$ cat config.mk
export PLATFORM = sky130hd
export DESIGN_NAME = pfsc_div
export DESIGN_NICKNAME = d
export VERILOG_FILES = /design/src/sv/pfsc_pkg.sv /design/src/sv/pfsc_div.sv
export SDC_FILE = /design/constraint.sdc
export NUM_CORES = 1
export LEC_CHECK = 0
export ABC_AREA = 1
export BUFFER_PORTS_ARGS = -buffer_cell sky130_fd_sc_hd__buf_2
export CORE_ASPECT_RATIO = 1.4
export CORE_MARGIN = 5
export CORE_UTILIZATION = 45
export DETAILED_ROUTE_END_ITERATION = 10
export GPL_ROUTABILITY_DRIVEN = 0
export GPL_TIMING_DRIVEN = 1
export HOLD_SLACK_MARGIN = 0.08
export MAX_ROUTING_LAYER = met4
export PLACE_DENSITY = 0.73
export REMOVE_ABC_BUFFERS = 1
export SKIP_LAST_GASP = 1
export SYNTH_ARGS = -nofsm -noshare
export SYNTH_HDL_FRONTEND = slang
export SYNTH_SLANG_ARGS = --single-unit
$ cat constraint.sdc
create_clock -name clock -period 2.3 [get_ports clock]
set_clock_uncertainty 0.15 [all_clocks]
set_input_delay 0.345 -clock clock [delete_from_list [all_inputs] [get_ports clock]]
set_output_delay 0.345 -clock clock [all_outputs]
set_load 0.005 [all_outputs]
$ cat src/sv/pfsc_pkg.sv
// Shared constants and payload types for the prime filter with running count and sum.
package pfsc_pkg;

   localparam int MAX_ELEMENTS = 4096;
   localparam int VALUE_W      = 32;
   localparam int MAG_W        = VALUE_W - 1;
   localparam int COUNT_W      = 13;
   localparam int SUM_W        = 43;
   localparam int DIVISOR_W    = 16;
   localparam int SQUARE_W     = 32;
   localparam int DIV_STEPS    = MAG_W;
   localparam int DIV_CNT_W    = $clog2(DIV_STEPS);

   localparam int COUNT_LIMIT_INT = (MAX_ELEMENTS < 8191) ? MAX_ELEMENTS : 8191;
   localparam logic [COUNT_W-1:0] COUNT_LIMIT = COUNT_W'(COUNT_LIMIT_INT);
   localparam logic [SUM_W-1:0]   SUM_MAX     = '1;

   localparam logic [DIVISOR_W-1:0] FIRST_DIVISOR = DIVISOR_W'(3);
   localparam logic [SQUARE_W-1:0]  FIRST_SQUARE  = SQUARE_W'(9);

   typedef struct packed {
      logic signed [VALUE_W-1:0] element_value;
      logic                      last_element;
   } req_type;

   typedef struct packed {
      logic               is_prime;
      logic [COUNT_W-1:0] prime_total;
      logic [SUM_W-1:0]   prime_sum;
      logic               matrix_done;
   } rsp_type;

   // Verdict handed from the primality sequencer to the accumulator.
   typedef struct packed {
      logic             valid;
      logic             is_prime;
      logic [MAG_W-1:0] value;
      logic             last;
   } verdict_type;

endpackage

$ cat src/sv/pfsc_div.sv
// Restoring remainder unit: one quotient bit per cycle, remainder of a 31-bit dividend.
module pfsc_div
   import pfsc_pkg::*;
(
   input  logic                 clock,
   input  logic                 reset,
   input  logic                 start,
   input  logic [MAG_W-1:0]     dividend,
   input  logic [DIVISOR_W-1:0] divisor,
   output logic                 busy,
   output logic                 done,
   output logic [DIVISOR_W-1:0] remainder
);

   logic                 busy_ff, busy_in;
   logic                 done_ff, done_in;
   logic [DIV_CNT_W-1:0] count_ff, count_in;
   logic [MAG_W-1:0]     shift_ff, shift_in;
   logic [DIVISOR_W-1:0] rem_ff, rem_in;
   logic [DIVISOR_W-1:0] divisor_ff, divisor_in;
   logic [DIVISOR_W:0]   trial;

   always_comb begin
      busy_in    = busy_ff;
      done_in    = 1'b0;
      count_in   = count_ff;
      shift_in   = shift_ff;
      rem_in     = rem_ff;
      divisor_in = divisor_ff;
      trial      = {rem_ff, shift_ff[MAG_W-1]};
      if (start) begin
         busy_in    = 1'b1;
         count_in   = DIV_CNT_W'(DIV_STEPS - 1);
         shift_in   = dividend;
         rem_in     = '0;
         divisor_in = divisor;
      end else if (busy_ff) begin
         // The partial remainder stays below the divisor, so the low bits suffice.
         if (trial >= {1'b0, divisor_ff}) begin
            rem_in = DIVISOR_W'(trial - {1'b0, divisor_ff});
         end else begin
            rem_in = trial[DIVISOR_W-1:0];
         end
         shift_in = {shift_ff[MAG_W-2:0], 1'b0};
         if (count_ff == '0) begin
            busy_in = 1'b0;
            done_in = 1'b1;
         end else begin
            count_in = count_ff - 1'b1;
         end
      end
   end

   always_ff @(posedge clock) begin
      if (reset) begin
         busy_ff <= 1'b0;
         done_ff <= 1'b0;
      end else begin
         busy_ff <= busy_in;
         done_ff <= done_in;
      end
      count_ff   <= count_in;
      shift_ff   <= shift_in;
      rem_ff     <= rem_in;
      divisor_ff <= divisor_in;
   end

   assign busy      = busy_ff;
   assign done      = done_ff;
   assign remainder = rem_ff;

   a_done_after_busy: assert property (@(posedge clock) disable iff (reset)
      done_ff |-> $past(busy_ff))
      else $error("remainder done without a running division");

   a_no_start_while_busy: assert property (@(posedge clock) disable iff (reset)
      start |-> !busy_ff)
      else $error("division started while one is running");

   a_done_single: assert property (@(posedge clock) disable iff (reset)
      done_ff |=> !done_ff)
      else $error("done held longer than one cycle");

endmodule

==> key figures, run 1 <==
Timing
  • Worst slew pin tran: 0.473 ns
  • Slew Limit Fails: 0
  • Setup-failing EPs final: 0
  • Fmax: around 460 MHz
  • Final Hold Fails: 0
  • Final period util: 93.9%
  • Max_slew headroom: approximately two thirds
  • RSZ-0062 raised after global routing: yes
  • Final worst path period need: about 2.2 ns

Cells and area
  • Diodes inserted: 0
  • Final Cell Area: around 5000 um^2
  • Final nets: between 600 and 700
  • Area growth, synth to finish: 24.7%
  • FILL cells: roughly 800
  • Share of post-route cells with drive strength above 1: between 20% and 30%

Setup path
  • Crit Path Max Fanout: 9
  • Crit path launch type: flop
  • RR Startpoint: divisor_ff[4]$_DFFE_PP_
  • FF-to-FF path depth: 13
  • Max incr delay on CP: ~0.33 ns
  • CP top delay family: simple AND/OR/NAND/NOR gates
  • CP arrival: between 2 and 2.5 ns
  • Most frequent CP cell: nand2_1
  • Crit path required time: ~2.4 ns
  • Crit. End Element: flop
  • Slowest cell on crit path: ha_1
  • CP cell instances: inv_1, ha_1, nand2_1, nand2_1, inv_1, nand2_1, nand2_1, nand3_2, nand2_4, buf_4, nand3_1, nand3_1, o21ai_0
  • Buf+Inv Stages, Crit Path: 3
  • RR Endpoint: remainder[6]$_SDFFE_PP0P_
  • Critical path class: flop to flop
  • R2R Setup Slk: 0.14 ns

Pwr
  • Sequential power share: between 40% and 50%
  • Power density over cell area: 645 nW/um^2
  • Leak pwr: 2.60 nW
  • Total power draw: roughly 3.2 mW
  • Switching power: 0.792 mW
  • Net switching share of the total power: around a quarter
  • Combinational share of power: ~12%
  • Peak VDD IR: 0.000471 V
  • P_int: between 2 and 2.5 mW
  • Clock share of power: 42.9%

Floorplanning
  • Die area: approximately 11000 um^2
  • Row Count: 40
  • Initial Util: a little under half
  • Die Span Y: between 100 and 150 um
  • IO Pins: 68
  • Core ar.: roughly 8700 um^2
  • Die width: 89.9 um

CTS
  • Clock Latency Late Sink: around 0.34 ns
  • CTS tree: built
  • Clock Root Buffer: clkbuf_16
  • Clk sinks: 70
  • Number of H-tree levels: 3
  • Cts bufs inserted: 9
  • Clk buf depth: 2
  • Reg clk slew, reported paths: roughly 0.06 ns

Hold path
  • Hold Path Class: input pin to flop
  • Hold Path Origin: dividend[0]
  • Hold Path End: shift_ff[0]$_SDFFCE_PN0P_
  • Hold depth: 3

Routing
  • # DRC: 0
  • Post-DRT Antenna Nets: 0
  • Final wirelength: about 9.4 mm
  • Vias: around 3500
  • Vias per inst: ~5.0
  • WL/cell: ~13 um
  • Initial DRT Pass Iterations: 6
  • DRT iter0 DRCs: ~310

Logic synthesis
  • Average cell area after synthesis: 8.02 um^2
  • Post-synthesis async set-or-reset flop share: 0%
  • Yosys warnings: 0
  • Post-synthesis cell count: roughly 500
  • Synth top cells by count: nand2_1 (197), inv_1 (73), edfxtp_1 (47), nand3_1 (32), dfxtp_1 (23)
  • Most common cell in the netlist: nand2_1
  • Synth cell types: 36
  • Register area share after synthesis: 46.6%
  • Post-synth EDFFs: 47
  • Synth Register Bits: 70
  • Area leader, netlist: edfxtp_1
  • Post-Syn Area: about 4000 um^2
  • Top-area cell type share of the netlist area: 35.1%
  • Synth area leaders: edfxtp_1 (35%), nand2_1 (18%), dfxtp_1 (11%)
  • Main synth FF type: edfxtp_1

Placement
  • DP HPWL: about 6.7 mm
  • Placed cell areas: roughly 4500 um^2
  • Buffers on Ports: 67

Global route
  • Vias in the first global route: approximately 3500
  • First-pass GRT wire length: 15.5 mm
  • Initial antenna violation count: 0
  • Largest net degree at the start of global routing: between 40 and 50
  • Gr usage total: 18.0%
  • Total grt overflow: 0

Run
  • Max_cap viols: 0

Run status
  • Run status: finished, final reports clean
cell usage in the layout, fill, tap and decap left out, types with 8 or more instances in the layout:
| cell type | count |
|---|---|
| buf_4 | 11 |
| nand2_2 | 10 |
| o21ai_0 | 9 |
| nand3b_1 | 8 |
| nor2_1 | 15 |
| inv_1 | 73 |
| ha_1 | 17 |
| a21oi_1 | 11 |
| edfxtp_1 | 47 |
| dlygate4sd3_1 | 17 |
| dfxtp_1 | 23 |
| clkbuf_16 | 9 |
| buf_2 | 67 |
| nand2_1 | 197 |
| nand3_1 | 32 |
| nand3_2 | 13 |
per-layer routing:
metal | up-vias | global-route usage, % | wire length, um
li1 | 1789 | - | -
met1 | 1618 | 20.3 | 3830
met2 | 109 | 30.3 | 4790
met3 | 24 | 2.90 | 479
met4 | 0 | 10.1 | 277
met5 | - | - | 0
repair_timing:
item / CTS / global route
setup buffers: 0 / 6
setup endpoints to repair: 0 / 16
hold endpoints to repair: 18 / 0
hold buffers: 17 / 0
resized for setup: 0 / 2
power groups by stage:
stage          logic, mW  clock network, mW  registers (mW)
6_report           0.370               1.38            1.47
3_5_place_dp       0.347                  0            1.50
3_3_place_gp       0.339                  0            1.50
5_1_grt            0.417               1.46            1.48
2_1_floorplan      0.221                  0            1.49
4_1_cts            0.371               1.40            1.48
state kept, by name, indices dropped and copies added (netlist names):
register and flops:
busy 1, done 1, shift_ff 31, divisor_ff 16, count_ff 5, remainder 16
worst max-delay path by stage:
stage                                           from                        end  slack [ns]  cells after the start
after floorplan           remainder[11]$_SDFFE_PP0P_  remainder[2]$_SDFFE_PP0P_        0.33                     12
after global placement      divisor_ff[12]$_DFFE_PP_  remainder[7]$_SDFFE_PP0P_        0.08                     13
after detailed placement  remainder[11]$_SDFFE_PP0P_  remainder[6]$_SDFFE_PP0P_        0.03                     12
after CTS                 remainder[11]$_SDFFE_PP0P_  remainder[6]$_SDFFE_PP0P_        0.01                     12
after global routing         divisor_ff[5]$_DFFE_PP_  remainder[6]$_SDFFE_PP0P_       -0.04                     12
final                        divisor_ff[4]$_DFFE_PP_  remainder[6]$_SDFFE_PP0P_        0.14                     13
final cells by class:
type                    count  area, um^2  area share (%)
clock buffers              11         233            4.64
clock inverters             5        60.1            1.20
inverters                  75         282            5.62
multi-input cells         345        1810            36.0
flip-flops and latches     70        1870            37.4
well taps                 105         131            2.62
repair buffers             97         628            12.5
kinds of logic after synthesis:
kind of cell / count (synthesis) / synth area share (%)
buffers and inverters: 86 / 8.81
adders and majority gates: 18 / 5.79
and+or+nand+nor: 296 / 34.0
AOI/OAI and AO/OA: 24 / 3.27
DFF: 70 / 46.6
xor gates and xnor gates: 7 / 1.53
per-stage QoR:
step,cells,setup WS (ns),TNS (ns),hold slack [ns],util (%)
final,708,0.140,0,0.116,57.9
after global routing,708,-0.0388,-0.128,0.128,57.9
after CTS,702,0.0143,0,0.116,57.1
after detailed placement,669,0.0285,0,0.297,51.7
after global placement,669,0.0756,0,0.277,51.7
after floorplan,490,0.327,0,0.264,-
tightest hold or removal path, cell delays in order:
cell,delay (ns)
buf_2,0.08
nand2_1,0.04
inv_1,0.04
Note: power is estimated with default switching activity, not from simulation.
==> run 2, diff against run 1 <==
--- a/config.mk
+++ b/config.mk
@@ -7,7 +7,6 @@
 export LEC_CHECK = 0
 export ABC_AREA = 1
 export BUFFER_PORTS_ARGS = -buffer_cell sky130_fd_sc_hd__buf_2
-export CORE_ASPECT_RATIO = 1.4
 export CORE_MARGIN = 5
 export CORE_UTILIZATION = 45
 export DETAILED_ROUTE_END_ITERATION = 10
==> key figures, run 2 (synthesis results as in run 1) <==
Run status
  • Run status: finished, final reports clean

Hold path
  • Hold Path Class: input pin to flop

Cells and area
  • Area growth, synth to finish: 22.5%
  • Most frequent cells in the layout: nand2_1 (197), inv_1 (73), buf_2 (67)
  • Largest register FFs: 31 (unchanged)
  • Final nets: 666 (unchanged)
  • Post-route insts no fill: 711 (+0.42%)
  • Most common cell after layout, fill and taps aside: nand2_1
  • Share of post-route cells with drive strength above 1: 22.2% (+0.33 points)
  • Diodes inserted: 0 (unchanged)
  • Largest Register: shift_ff

Pwr
  • Power density over cell area: 563 nW/um^2 (-13%)
  • Sequential power share: 53.0% (+7.3 points)
  • P_int: 2.00 mW (-18%)
  • Total power draw: 2.77 mW (-14%)
  • Net switching share of the total power: 27.8% (+3.3 points)
  • Leak pwr: 2.54 nW (-2.4%)
  • Peak VDD IR: 0.000445 V (-5.5%)
  • Clock share of power: 33.5% (-9.4 points)
  • Switching power: 0.772 mW (-2.5%)
  • Combinational share of power: 13.5% (+2.0 points)

Setup path
  • Crit Path Max Fanout: 4 (-5)
  • Max incr delay on CP: 0.42 ns (+0.09 ns)
  • Crit path launch type: flop
  • Crit. End Element: flop
  • CP arrival: 2.25 ns (+0.03 ns)
  • Crit path required time: 2.39 ns (+0.03 ns)
  • Slowest cell on crit path: fa_1
  • Critical path class: flop to flop
  • CP top delay family: adder cells
  • Buf+Inv Stages, Crit Path: 2 (-1)
  • CP cell instances: inv_1, ha_1, inv_1, fa_1, nand2_1, a21oi_1, a21oi_1, xor2_1, nand2_2, nand3_2, nand2_1

Routing
  • Final wirelength: 9.17 mm (-2.1%)
  • # DRC: 0 (unchanged)
  • WL/cell: 12.9 um (-2.6%)
  • Vias per inst: 4.97 (-0.51%)
  • Vias: 3537 (-0.085%)
  • Post-DRT Antenna Nets: 0 (unchanged)
  • Initial DRT Pass Iterations: 5 (-1)
  • DRT iter0 DRCs: 151 (-51%)

Global route
  • Initial antenna violation count: 0 (unchanged)
  • Total grt overflow: 0 (unchanged)
  • Gr usage total: 17.3% (-0.66 points)
  • Largest net degree at the start of global routing: 37 (-18%)
  • Vias in the first global route: 3429 (-3.4%)
  • First-pass GRT wire length: 15.2 mm (-1.8%)

CTS
  • Cts bufs inserted: 9 (unchanged)
  • Clock Latency Late Sink: 0.35 ns (about the same)
  • Clk buf depth: 2 (unchanged)
  • Clk sinks: 70 (unchanged)
  • Clock Root Buffer: clkbuf_8
  • CTS tree: built
  • Reg clk slew, reported paths: 0.08 ns (+0.02 ns)
  • Number of H-tree levels: 3 (unchanged)

Floorplanning
  • Row Count: 34 (-15%)
  • Core ar.: 8720 um^2 (+0.72%)
  • Die area: 10900 um^2 (-0.25%)
  • Die Span Y: 105 um (-14%)
  • Initial Util: 46.1% (-0.33 points)
  • IO Pins: 68 (unchanged)
  • Die width: 105 um (+16%)

Timing
  • Fin worst setup slack: 0.140 ns (+0.000399 ns)
  • Slew Limit Fails: 0 (unchanged)
  • RSZ-0062 raised after global routing: yes
  • Final period util: 93.9% (about the same)
  • Max_slew headroom: 71.9% (+3.5 points)
  • Final Hold Fails: 0 (unchanged)
  • Worst slew pin tran: 0.420 ns (-0.0523 ns)
  • Final worst path period need: 2.16 ns (-0.000399 ns)
  • Setup-failing EPs final: 0 (unchanged)
  • Fmax: 463 MHz (about the same)

Placement
  • Placed cells: 674 (+0.75%)
  • Place WS: 0.115 ns (+0.0869 ns)
  • DP HPWL: 6.60 mm (-0.87%)
  • Buffers on Ports: 67 (unchanged)

Run
  • Max_cap viols: 0 (unchanged)
==> run 2: cell types whose count changed in the layout (fill, tap and decap cells not counted), moves of 2 or more <==
cell,before,now
clkbuf_16,9,0
clkbuf_8,0,9
inv_6,0,3
clkbuf_1,2,0
==> run 2: final timing paths <==
check,slack (ns),end,depth (start not counted),from
hold / removal,0.11,shift_ff[0]$_SDFFCE_PN0P_,3,dividend[0]
hold reg to reg,0.30,count_ff[4]$_SDFFE_PP1P_,2,count_ff[4]$_SDFFE_PP1P_
setup reg to reg,0.14,remainder[8]$_SDFFE_PP0P_,11,shift_ff[30]$_DFFE_PP_
setup / recovery,0.14,remainder[8]$_SDFFE_PP0P_,11,shift_ff[30]$_DFFE_PP_
==> run 2: worst register-to-register path, cell delays in order, from the launching register on <==
cell and delay (ns):
edfxtp_1 0.36, inv_1 0.09, ha_1 0.17, inv_1 0.08, fa_1 0.42, nand2_1 0.11
a21oi_1 0.13, a21oi_1 0.19, xor2_1 0.20, nand2_2 0.07, nand3_2 0.05, nand2_1 0.04
==> run 2: per-stage QoR <==
step	hold slack [ns]	area, um^2	setup TNS, ns	utilization [%]
floorplan	0.264	3950	0	-
global placement	0.281	4500	0	51.6
detailed placement	0.293	4500	0	51.6
CTS	0.0926	4850	0	55.6
global route	0.0942	4920	-0.0197	56.5
finish	0.108	4920	0	56.5
==> run 2: routing by layer <==
layer  routed length (um)  track usage [%]  vias to the layer above
met5                    0                -                        -
met4                  154             6.29                        0
met3                  682             3.60                       22
met2                 4410             28.8                      131
met1                 3920             20.7                     1600
li1                     -                -                     1784
==> run 2: power by group through the flow <==
stage | registers, mW | logic, mW | clock network (mW)
after floorplan | 1.49 | 0.221 | 0
after global placement | 1.50 | 0.340 | 0
after detailed placement | 1.50 | 0.349 | 0
after CTS | 1.47 | 0.373 | 0.956
after global routing | 1.48 | 0.426 | 1.01
final | 1.47 | 0.375 | 0.928
==> run 2: area by class of cell <==
cell class | count | area [um^2]
fillers | 787 | 3800
multi-input cells | 346 | 1830
inverters | 75 | 282
flip-flops and latches | 70 | 1870
well taps | 108 | 135
clock buffers | 9 | 124
clock inverters | 7 | 56.3
repair buffers | 96 | 621
==> run 2: timing repair <==
item	4_1_cts	5_1_grt
resized for setup	0	3
hold endpoints to repair	18	0
hold buffers	17	0
buffers inserted	0	3
endpoints found under the setup margin	0	16
==> run 3, diff against run 2 <==
==> constraint.sdc (replaced) <==
create_clock -name clock -period 2.3 [get_ports clock]
set_clock_uncertainty 0.15 [all_clocks]
set_input_delay 0 -clock clock [delete_from_list [all_inputs] [get_ports clock]]
set_output_delay 0 -clock clock [all_outputs]
set_load 0.005 [all_outputs]
==> key figures, run 3 (synthesis results as in run 1) <==
Run status
  • Run status: finished, final reports clean

Routing
  • Final wirelength: 9.69 mm (+5.7%)
  • Post-DRT Antenna Nets: 0 (unchanged)
  • Initial DRT Pass Iterations: 6 (+1)
  • Vias per inst: 4.98 (+0.13%)
  • DRT iter0 DRCs: 146 (-3.3%)
  • # DRC: 0 (unchanged)
  • WL/cell: 13.1 um (+1.8%)
  • Vias: 3676 (+3.9%)

Pwr
  • Sequential power share: 48.8% (-4.2 points)
  • Switching power: 0.770 mW (-0.23%)
  • Clock share of power: 37.4% (+3.9 points)
  • P_int: 2.25 mW (+12%)
  • Peak VDD IR: 0.000350 V (-21%)
  • Net switching share of the total power: 25.5% (-2.3 points)
  • Leak pwr: 2.67 nW (+5.3%)
  • Power density over cell area: 578 nW/um^2 (+2.7%)
  • Combinational share of power: 13.8% (+0.3 points)

Timing
  • Max_slew headroom: 37.0% (-35 points)
  • Final Hold Fails: 0 (unchanged)
  • RSZ-0062 raised after global routing: no
  • Final worst path period need: 2.14 ns (-0.0149 ns)
  • Setup_tns: 0 ns (unchanged)
  • Slew Limit Fails: 0 (unchanged)
  • Final period util: 93.3% (-0.65 points)
  • Setup-failing EPs final: 0 (unchanged)
  • Fmax: 466 MHz (+0.70%)
  • Worst slew pin tran: 0.944 ns (+0.523 ns)

Setup path
  • RR Startpoint: divisor_ff[0]$_DFFE_PP_
  • RR Endpoint: remainder[12]$_SDFFE_PP0P_
  • Crit Path Max Fanout: 4 (unchanged)
  • Slowest cell on crit path: edfxtp_1
  • Max incr delay on CP: 0.39 ns (-0.03 ns)
  • Most frequent CP cell: nand2_1
  • FF-to-FF path depth: 11 (unchanged)
  • CP arrival: 2.29 ns (+0.04 ns)
  • CP cell instances: ha_1, inv_1, fa_1, nand2_1, a21oi_1, nand3_1, nand3_1, nand2_1, nand3_2, nand3_2, nand2_1
  • Crit path launch type: flop
  • Crit. End Element: flop
  • Crit path required time: 2.45 ns (+0.06 ns)
  • Critical path class: flop to flop
  • R2R Setup Slk: 0.16 ns (about the same)

CTS
  • Number of H-tree levels: 3 (unchanged)
  • Cts bufs inserted: 9 (unchanged)
  • Clock Latency Late Sink: 0.35 ns (about the same)
  • Reg clk slew, reported paths: 0.08 ns (about the same)
  • Clock Root Buffer: clkbuf_8
  • Clk buf depth: 2 (unchanged)
  • Clk sinks: 70 (unchanged)
  • CTS tree: built

Global route
  • Vias in the first global route: 3635 (+6.0%)
  • Largest net degree at the start of global routing: 53 (+43%)
  • Total grt overflow: 0 (unchanged)
  • First-pass GRT wire length: 16.5 mm (+8.2%)
  • Initial antenna violation count: 0 (unchanged)
  • Gr usage total: 18.7% (+1.4 points)

Cells and area
  • Fin util: 59.8% (+3.4 points)
  • Diodes inserted: 0 (unchanged)
  • Most frequent cells in the layout: nand2_1 (196), inv_1 (73), buf_2 (67)
  • Largest register FFs: 31 (unchanged)
  • Area growth, synth to finish: 29.8%
  • Largest Register: shift_ff
  • Share of post-route cells with drive strength above 1: 20.5% (-1.7 points)
  • Post-route insts no fill: 738 (+3.8%)
  • Final nets: 693 (+4.1%)
  • Most common cell after layout, fill and taps aside: nand2_1

Hold path
  • Hold depth: 3 (unchanged)
  • Hold Path End: busy$_SDFF_PP0_
  • Hold Path Origin: reset
  • Hold Path Class: input pin to flop

Floorplanning
  • Die area: 10900 um^2 (unchanged)
  • IO Pins: 68 (unchanged)
  • Initial Util: 46.1% (unchanged)
  • Die Span Y: 105 um (unchanged)
  • Row Count: 34 (unchanged)
  • Die width: 105 um (unchanged)
  • Core ar.: 8720 um^2 (unchanged)

Placement
  • Buffers on Ports: 67 (unchanged)
  • DP HPWL: 6.39 mm (-3.3%)
  • Placed cells: 671 (-0.45%)

Run
  • Max_cap viols: 0 (unchanged)
[run 3: metrics by stage]
step	hold slack, ns	setup WS [ns]	power (mW)	cell area, um^2
CTS	0.193	0.122	3.03	5190
floorplan	-0.0809	0.327	1.71	3950
global route	0.201	0.0193	3.15	5220
global placement	0.0287	0.201	1.83	4470
detailed placement	0.0284	0.145	1.84	4470
finish	0.199	0.155	3.02	5220
[run 3: worst max path at each step]
stage	start	endpoint	cells after the start
2_1_floorplan	remainder[11]$_SDFFE_PP0P_	remainder[2]$_SDFFE_PP0P_	12
3_3_place_gp	divisor_ff[14]$_DFFE_PP_	remainder[9]$_SDFFE_PP0P_	10
3_5_place_dp	divisor_ff[14]$_DFFE_PP_	remainder[7]$_SDFFE_PP0P_	10
4_1_cts	divisor_ff[14]$_DFFE_PP_	remainder[7]$_SDFFE_PP0P_	10
5_1_grt	divisor_ff[0]$_DFFE_PP_	remainder[12]$_SDFFE_PP0P_	11
6_report	divisor_ff[0]$_DFFE_PP_	remainder[12]$_SDFFE_PP0P_	11
[run 3: repair_timing]
action,CTS,global route
endpoints found under the hold margin,57,0
gates resized for setup,0,3
buffers inserted,0,2
hold buffers,49,0
endpoints found under the setup margin,0,11
[run 3: power by group through the flow]
stage / combinational (mW) / sequential (mW) / clock [mW]
2_1_floorplan: 0.221 / 1.49 / 0
3_3_place_gp: 0.336 / 1.50 / 0
3_5_place_dp: 0.344 / 1.50 / 0
4_1_cts: 0.408 / 1.47 / 1.15
5_1_grt: 0.470 / 1.48 / 1.20
6_report: 0.415 / 1.47 / 1.13
[run 3: critical path: cells and delay by family (launching register included)]
kind	cells	cell delay [ns]
adders and majority gates	2	0.43
and+or+nand+nor	7	0.65
buffers and inverters	1	0.13
AOI/OAI and AO/OA	1	0.34
DFF	1	0.39
[run 3: area by class of cell]
| class | instances | area (um^2) |
|---|---|---|
| multi-input combinational | 345 | 1810 |
| inverter | 75 | 282 |
| clock inverter | 6 | 93.8 |
| clock buffer | 10 | 128 |
| timing repair buffer | 124 | 898 |
| sequential | 70 | 1870 |
| tap | 108 | 135 |
| fill | 725 | 3500 |
[run 3: per-layer routing]
| layer | GRT usage [%] | routed length (um) | vias to the layer above |
|---|---|---|---|
| met3 | 4.22 | 556 | 26 |
| met2 | 31.4 | 4840 | 128 |
| met4 | 6.66 | 187 | 0 |
| met5 | - | 0 | - |
| li1 | - | - | 1836 |
| met1 | 22.0 | 4110 | 1686 |
